### config.mk
export PLATFORM = sky130hd
export DESIGN_NAME = vector_unpack_format_expander
export DESIGN_NICKNAME = d
export VERILOG_FILES = /design/src/hdl/vupk_pkg.sv /design/src/hdl/vector_unpack_format_expander.sv /design/src/hdl/vupk_gather.sv /design/src/hdl/vupk_core.sv
export SDC_FILE = /design/constraint.sdc
export NUM_CORES = 1
export LEC_CHECK = 0
export CORE_ASPECT_RATIO = 0.6
export CORE_MARGIN = 2
export CORE_UTILIZATION = 45
export DETAILED_ROUTE_END_ITERATION = 10
export DONT_BUFFER_PORTS = 1
export PLACE_DENSITY = 0.69
export SLEW_MARGIN = 20
export SYNTH_ARGS = -nofsm -noshare
export SYNTH_HDL_FRONTEND = slang
export SYNTH_SLANG_ARGS = --single-unit
### constraint.sdc
create_clock -name i_clk -period 15.42 [get_ports i_clk]
set_input_delay 1.542 -clock i_clk [delete_from_list [all_inputs] [get_ports i_clk]]
set_output_delay 1.542 -clock i_clk [all_outputs]
set_load 0.05 [all_outputs]
### src/hdl/vupk_pkg.sv
`default_nettype none

package vupk_pkg;

    localparam int LANES   = 4;
    localparam int LANE_W  = 32;

    localparam logic [1:0] SZ_32  = 2'd0;
    localparam logic [1:0] SZ_16  = 2'd1;
    localparam logic [1:0] SZ_8   = 2'd2;
    localparam logic [1:0] SZ_RSV = 2'd3;

    localparam logic [1:0] GRP_S  = 2'd0;
    localparam logic [1:0] GRP_V2 = 2'd1;
    localparam logic [1:0] GRP_V3 = 2'd2;
    localparam logic [1:0] GRP_V4 = 2'd3;

    localparam logic [3:0] FMT_V4_5 = 4'd15;

    typedef logic [LANES-1:0][LANE_W-1:0] t_lanes;

    typedef struct packed {
        logic [3:0]  format;
        logic [3:0]  iteration;
        logic [1:0]  qw_position;
        logic        zero_extend;
        logic [63:0] src_low;
        logic [63:0] src_high;
    } t_in;

    typedef struct packed {
        logic [31:0] lane_x;
        logic [31:0] lane_y;
        logic [31:0] lane_z;
        logic [31:0] lane_w;
        logic        write_valid;
    } t_out;

endpackage

`default_nettype wire

### src/hdl/vector_unpack_format_expander.sv
`default_nettype none

// Channel   Direction  Handshake                   Payload
// input     in         i_in_valid / o_in_ready     i_in_data  (t_in)
// result    out        o_out_valid / i_out_ready   o_out_data (t_out)
//
// Each transaction is held in the input register and then moves to the
// result register, where o_out_valid rises; one transaction can be accepted
// in every cycle while the result side does not stall.
// The input register moves on whenever the result register is empty or being
// emptied, so a stall on the result side holds both stages once both are full.
// Reset clears both valid flags; the work vector is not reset.

module vector_unpack_format_expander
    import vupk_pkg::*;
(
    input  wire logic i_clk,
    input  wire logic i_rst_n,
    input  wire logic i_in_valid,
    output logic      o_in_ready,
    input  wire t_in  i_in_data,
    output logic      o_out_valid,
    input  wire logic i_out_ready,
    output t_out      o_out_data
);

    logic r_in_valid;
    logic n_in_valid;
    t_in  r_in;
    logic r_out_valid;
    logic n_out_valid;
    t_out r_out;
    t_out w_res;
    logic w_adv;

    assign w_adv      = r_in_valid && (!r_out_valid || i_out_ready);
    assign o_in_ready = !r_in_valid || w_adv;

    vupk_core u_core (
        .i_clk  (i_clk),
        .i_en   (w_adv),
        .i_item (r_in),
        .o_res  (w_res)
    );

    always_comb begin
        n_in_valid  = i_in_valid ? 1'b1 : (r_in_valid && !w_adv);
        if (!o_in_ready) begin
            n_in_valid = r_in_valid;
        end
        n_out_valid = w_adv ? 1'b1 : (r_out_valid && !i_out_ready);
    end

    always_ff @(posedge i_clk) begin
        if (!i_rst_n) begin
            r_in_valid  <= 1'b0;
            r_out_valid <= 1'b0;
        end else begin
            r_in_valid  <= n_in_valid;
            r_out_valid <= n_out_valid;
        end
    end

    always_ff @(posedge i_clk) begin
        if (i_in_valid && o_in_ready) begin
            r_in <= i_in_data;
        end
        if (w_adv) begin
            r_out <= w_res;
        end
    end

    assign o_out_valid = r_out_valid;
    assign o_out_data  = r_out;

    a_accept_loads : assert property (@(posedge i_clk) disable iff (!i_rst_n)
        (i_in_valid && o_in_ready) |=> r_in_valid)
        else $error("accepted transaction not held in the input register");

    a_adv_fills : assert property (@(posedge i_clk) disable iff (!i_rst_n)
        w_adv |=> r_out_valid)
        else $error("advanced transaction missing from the result register");

    a_stall_holds : assert property (@(posedge i_clk) disable iff (!i_rst_n)
        (r_in_valid && r_out_valid && !i_out_ready) |=> (r_in_valid && $stable(r_in)))
        else $error("input register changed during a result stall");

    a_reserved_zero : assert property (@(posedge i_clk) disable iff (!i_rst_n)
        (r_out_valid && !r_out.write_valid) |->
        (r_out.lane_x == '0 && r_out.lane_y == '0 && r_out.lane_z == '0 &&
         r_out.lane_w == '0))
        else $error("reserved format produced nonzero lanes");

endmodule

`default_nettype wire

### src/hdl/vupk_gather.sv
`default_nettype none

module vupk_gather
    import vupk_pkg::*;
(
    input  wire logic [1:0]   i_size,
    input  wire logic         i_zero_extend,
    input  wire logic [63:0]  i_src_low,
    input  wire logic [63:0]  i_src_high,
    output logic      [LANES-1:0][LANE_W-1:0] o_elem
);

    logic [127:0] w_src;

    assign w_src = {i_src_high, i_src_low};

    always_comb begin
        for (int k = 0; k < LANES; k++) begin
            case (i_size)
                SZ_32: begin
                    o_elem[k] = w_src[k*32 +: 32];
                end
                SZ_16: begin
                    o_elem[k] = {{16{~i_zero_extend & i_src_low[k*16 + 15]}},
                                 i_src_low[k*16 +: 16]};
                end
                SZ_8: begin
                    o_elem[k] = {{24{~i_zero_extend & i_src_low[k*8 + 7]}},
                                 i_src_low[k*8 +: 8]};
                end
                default: begin
                    o_elem[k] = '0;
                end
            endcase
        end
    end

endmodule

`default_nettype wire

### src/hdl/vupk_core.sv
`default_nettype none

module vupk_core
    import vupk_pkg::*;
(
    input  wire logic i_clk,
    input  wire logic i_en,
    input  wire t_in  i_item,
    output t_out      o_res
);

    // The work vector has no reset: it is defined by its first load.
    t_lanes     r_work;
    t_lanes     w_elem;
    t_lanes     w_lane;
    logic [1:0] w_group;
    logic [1:0] w_size;
    logic       w_first;
    logic       w_load;
    logic       w_valid;
    logic [1:0] w_res;
    logic [31:0] w_bcast;

    assign w_group = i_item.format[3:2];
    assign w_size  = i_item.format[1:0];
    assign w_first = (i_item.iteration == 4'd0);
    assign w_load  = (w_size != SZ_RSV) && (w_group == GRP_S || w_group == GRP_V2) && w_first;
    assign w_res   = i_item.iteration[3:2] + 2'd1 - i_item.qw_position;
    assign w_bcast = w_first ? w_elem[0] : r_work[i_item.iteration[1:0]];

    vupk_gather u_gather (
        .i_size        (w_size),
        .i_zero_extend (i_item.zero_extend),
        .i_src_low     (i_item.src_low),
        .i_src_high    (i_item.src_high),
        .o_elem        (w_elem)
    );

    always_comb begin
        w_lane  = '0;
        w_valid = 1'b1;
        if (i_item.format == FMT_V4_5) begin
            w_lane[0] = {24'd0, i_item.src_low[4:0], 3'd0};
            w_lane[1] = {24'd0, i_item.src_low[9:5], 3'd0};
            w_lane[2] = {24'd0, i_item.src_low[14:10], 3'd0};
            w_lane[3] = {24'd0, i_item.src_low[15], 7'd0};
        end else if (w_size == SZ_RSV) begin
            w_valid = 1'b0;
        end else begin
            case (w_group)
                GRP_S: begin
                    for (int k = 0; k < LANES; k++) begin
                        w_lane[k] = w_bcast;
                    end
                end
                GRP_V2: begin
                    if (w_first) begin
                        w_lane = {w_elem[1], w_elem[0], w_elem[1], w_elem[0]};
                    end else begin
                        w_lane = {r_work[3], r_work[2], r_work[3], r_work[2]};
                    end
                    if (w_size == SZ_32 && i_item.qw_position != 2'd0) begin
                        w_lane[3] = '0;
                    end
                end
                GRP_V3: begin
                    w_lane = w_elem;
                    if (w_size == SZ_16) begin
                        if (!i_item.iteration[0] && w_res == 2'd0) begin
                            w_lane[3] = '0;
                        end
                    end else if (i_item.iteration != {2'd0, i_item.qw_position}) begin
                        w_lane[3] = '0;
                    end
                end
                default: begin
                    w_lane = w_elem;
                end
            endcase
        end
    end

    always_ff @(posedge i_clk) begin
        if (i_en && w_load) begin
            r_work <= w_elem;
        end
    end

    assign o_res.lane_x      = w_lane[0];
    assign o_res.lane_y      = w_lane[1];
    assign o_res.lane_z      = w_lane[2];
    assign o_res.lane_w      = w_lane[3];
    assign o_res.write_valid = w_valid;

endmodule

`default_nettype wire
==> flow_summary.yaml <==
outcome:
  outcome: "complete, no violations"
grt:
  grt_usage: 0.258
  antenna_found_initial: 7
  grt_start_max_net_pins: 131
  grt_pass1_wl_mm: 79.1
  grt_pass1_vias: 11195
  grt_overflow: 0
critical_path:
  cp.arrival_ps: 4160
  critPathTopFamily: "buffers and inverters"
  timing_worst_setup_path_type: "in2reg"
  worstSetupStartpointType: "primary input"
  crit_path_max_fanout: 130
  path_cells: "nor2b_1, nor2b_4, buf_12, and3_4, buf_4"
  crit_slowest_cell: "and3_4"
  path_buf_inv: 2
  slowest_delay_ps: 930
  cp-end-kind: "flop"
  worst_ep_required_time_ps: 15570
timing:
  finalCritPeriodShare: 0.260
  slew_headroom: 0.216
  finalMaxSlewViolations: 0
  finClkSkew_ps: 29.1
  worstMarginPinSlew_ps: 1170
  worst_slack_ps: 11420
  setup_viol: 0
  period_minus_slack_ps: 4000
  fmax_mhz: 250
  rsz0062_at_grt: "no"
  hold_violations: 0
  finalSetupTns_ps: 0
synth:
  ys_ff_latch: 398
  synth_area_um2: 18000
  yosysTopAreaCell: "edfxtp_1"
  avgSynthCellArea_um2: 14.2
  synthFlopType: "edfxtp_1"
  yosysSeqAreaShare: 0.662
  yosys_warnings: 0
  synth_enable_flop_cells: 396
  synth.top_cells.by_area: "edfxtp_1, mux2i_1, mux4_2"
  synth_cell_types: 61
  syn_nets: 1414
  synthArstFlopShare: 0
  synthCells: 1270
  yosys.area.top_type_share: 0.660
routing:
  wl_met3_mm: 6.71
  final_antenna_net_count: 0
  drt_iter0_markers: 1768
  post-route-drc-count: 0
  wl_met1_mm: 23.1
  wl_mm: 54.7
  wl_per_cell_um: 30.5
  met2RoutedLength_mm: 23.1
  vias_per_cell: 6.48
  top_layer: "met5"
  via_count: 11602
  firstDrtPassIters: 6
job:
  maxCapViolCount: 0
cts:
  clock_sinks: 398
  insertion_delay_ps: 550
  ctsHoldBuffers: 0
  cts_setup_buffers: 0
  ctsHtreeMaxLevel: 2
  cts_tree: "done"
  cts_resized: 0
  cts_buffers: 38
  cts_buffer_depth: 3
  root_buffer: "clkbuf_16"
  cts.clk_slew.worst_paths_ps: 60
layout:
  seqCellArea_um2: 11900
  areaGrowthSynthToFinish_pct: 9.34
  final_layout_size_suffix_gt1_frac: 0.130
  multi_input_area_um2: 5510
  final_common_cell: "edfxtp_1"
  fill_cells: 3240
  nets: 1380
  final_cell_mix: "edfxtp_1, nand2_1, o21ai_0"
place:
  place_hpwl_mm: 36.8
  io_buffers: 0
  gp_congestion: 0.887
  dp_slack_ps: 10820
power_and_ir_drop:
  cellPowerDensity_nw_per_um2: 131
  irDropWorstVdd_uv: 78.8
  p_leak_nw: 7.45
floorplan:
  start_util: 0.459
  core_um2: 39300
  die_y_um: 159
  io_pins: 274
  rows: 56
  fp.dieArea_um2: 41700
  die_w_um: 262
hold_path:
  hold_class: "reg2reg"
## cell usage after synthesis, types with 4 or more instances
cell and instances:
clkbuf_1 38, mux4_2 27, o2bb2ai_1 6, o21ai_0 82, o21ai_1 18, mux2_2 21, nor2_1 21, nand2b_1 6
buf_6 12, nand2_1 145, nand3_1 32, a21oi_2 14, edfxtp_1 396, a22oi_1 9, o22ai_1 14, mux2i_1 68
inv_1 22, o221ai_1 9, a21oi_1 43, buf_2 26, buf_4 15, or2_2 4, o211a_1 16, o211ai_1 15
a22o_1 26, a221o_1 34, a21o_1 71, and2_1 10, nor2b_1 18
## registers in the layout, summed over array words and instances (netlist names)
name           flops
o_out_valid        1
r_in_valid         1
o_out_data       129
u_core.r_work    128
r_in             139
## path summary, 6_finish.rpt
| kind | slack, ps | depth (start not counted) | start | to |
|---|---|---|---|---|
| worst max register to register | 11650 | 7 | r_in[135] | o_out_data[18] |
| worst min register to register | 540 | 1 | r_in_valid | o_out_valid |
| worst max-delay path | 11420 | 5 | i_out_ready | u_core.r_work[113] |
| worst min-delay path | 540 | 1 | r_in_valid | o_out_valid |
## final cells by class
type	instances	share of cell area
Sequential cell	398	0.605
Clock inverter	25	0.0196
Timing Repair Buffer	20	0.00825
Antenna cell	5	0.000635
Clock buffer	43	0.0492
Multi-Input combinational cell	755	0.279
Inverter	23	0.00438
Tap cell	522	0.0331
## kinds of logic after synthesis
kind of cell,count (synthesis),share of synthesized area
flops,398,0.662
buf+inv,117,0.0343
xor+xnor,3,0.00229
fa+ha+maj,1,0.000694
simple gates,257,0.0665
compound gates,378,0.150
mux,116,0.0846
## per-stage QoR
| step | instances | power, mW | hold WS (ps) | cell area (µm²) | util |
|---|---|---|---|---|---|
| floorplan | 1270 | 1.50 | 477 | 18000 | - |
| global placement | 1718 | 1.57 | 499 | 18300 | 0.467 |
| detailed placement | 1718 | 1.58 | 522 | 18300 | 0.467 |
| CTS | 1786 | 2.60 | 538 | 19700 | 0.501 |
| global route | 1786 | 2.66 | 569 | 19700 | 0.501 |
| finish | 1791 | 2.59 | 537 | 19700 | 0.501 |
## power by group
part | leakage, nW | switching (mW) | internal [mW] | total [mW]
clock | 0.662 | 0.409 | 0.622 | 1.03
combinational | 2.98 | 0.142 | 0.0655 | 0.208
sequential | 3.81 | 0.100 | 1.25 | 1.35
total | 7.45 | 0.651 | 1.94 | 2.59
## per-layer routing
layer | vias to the layer above | GRT usage
met2 | 799 | 0.370
met3 | 121 | 0.0860
li1 | 4894 | -
met4 | 4 | 0.0763
met5 | - | 0
met1 | 5784 | 0.373
Note: power is estimated with default switching activity, not from simulation.
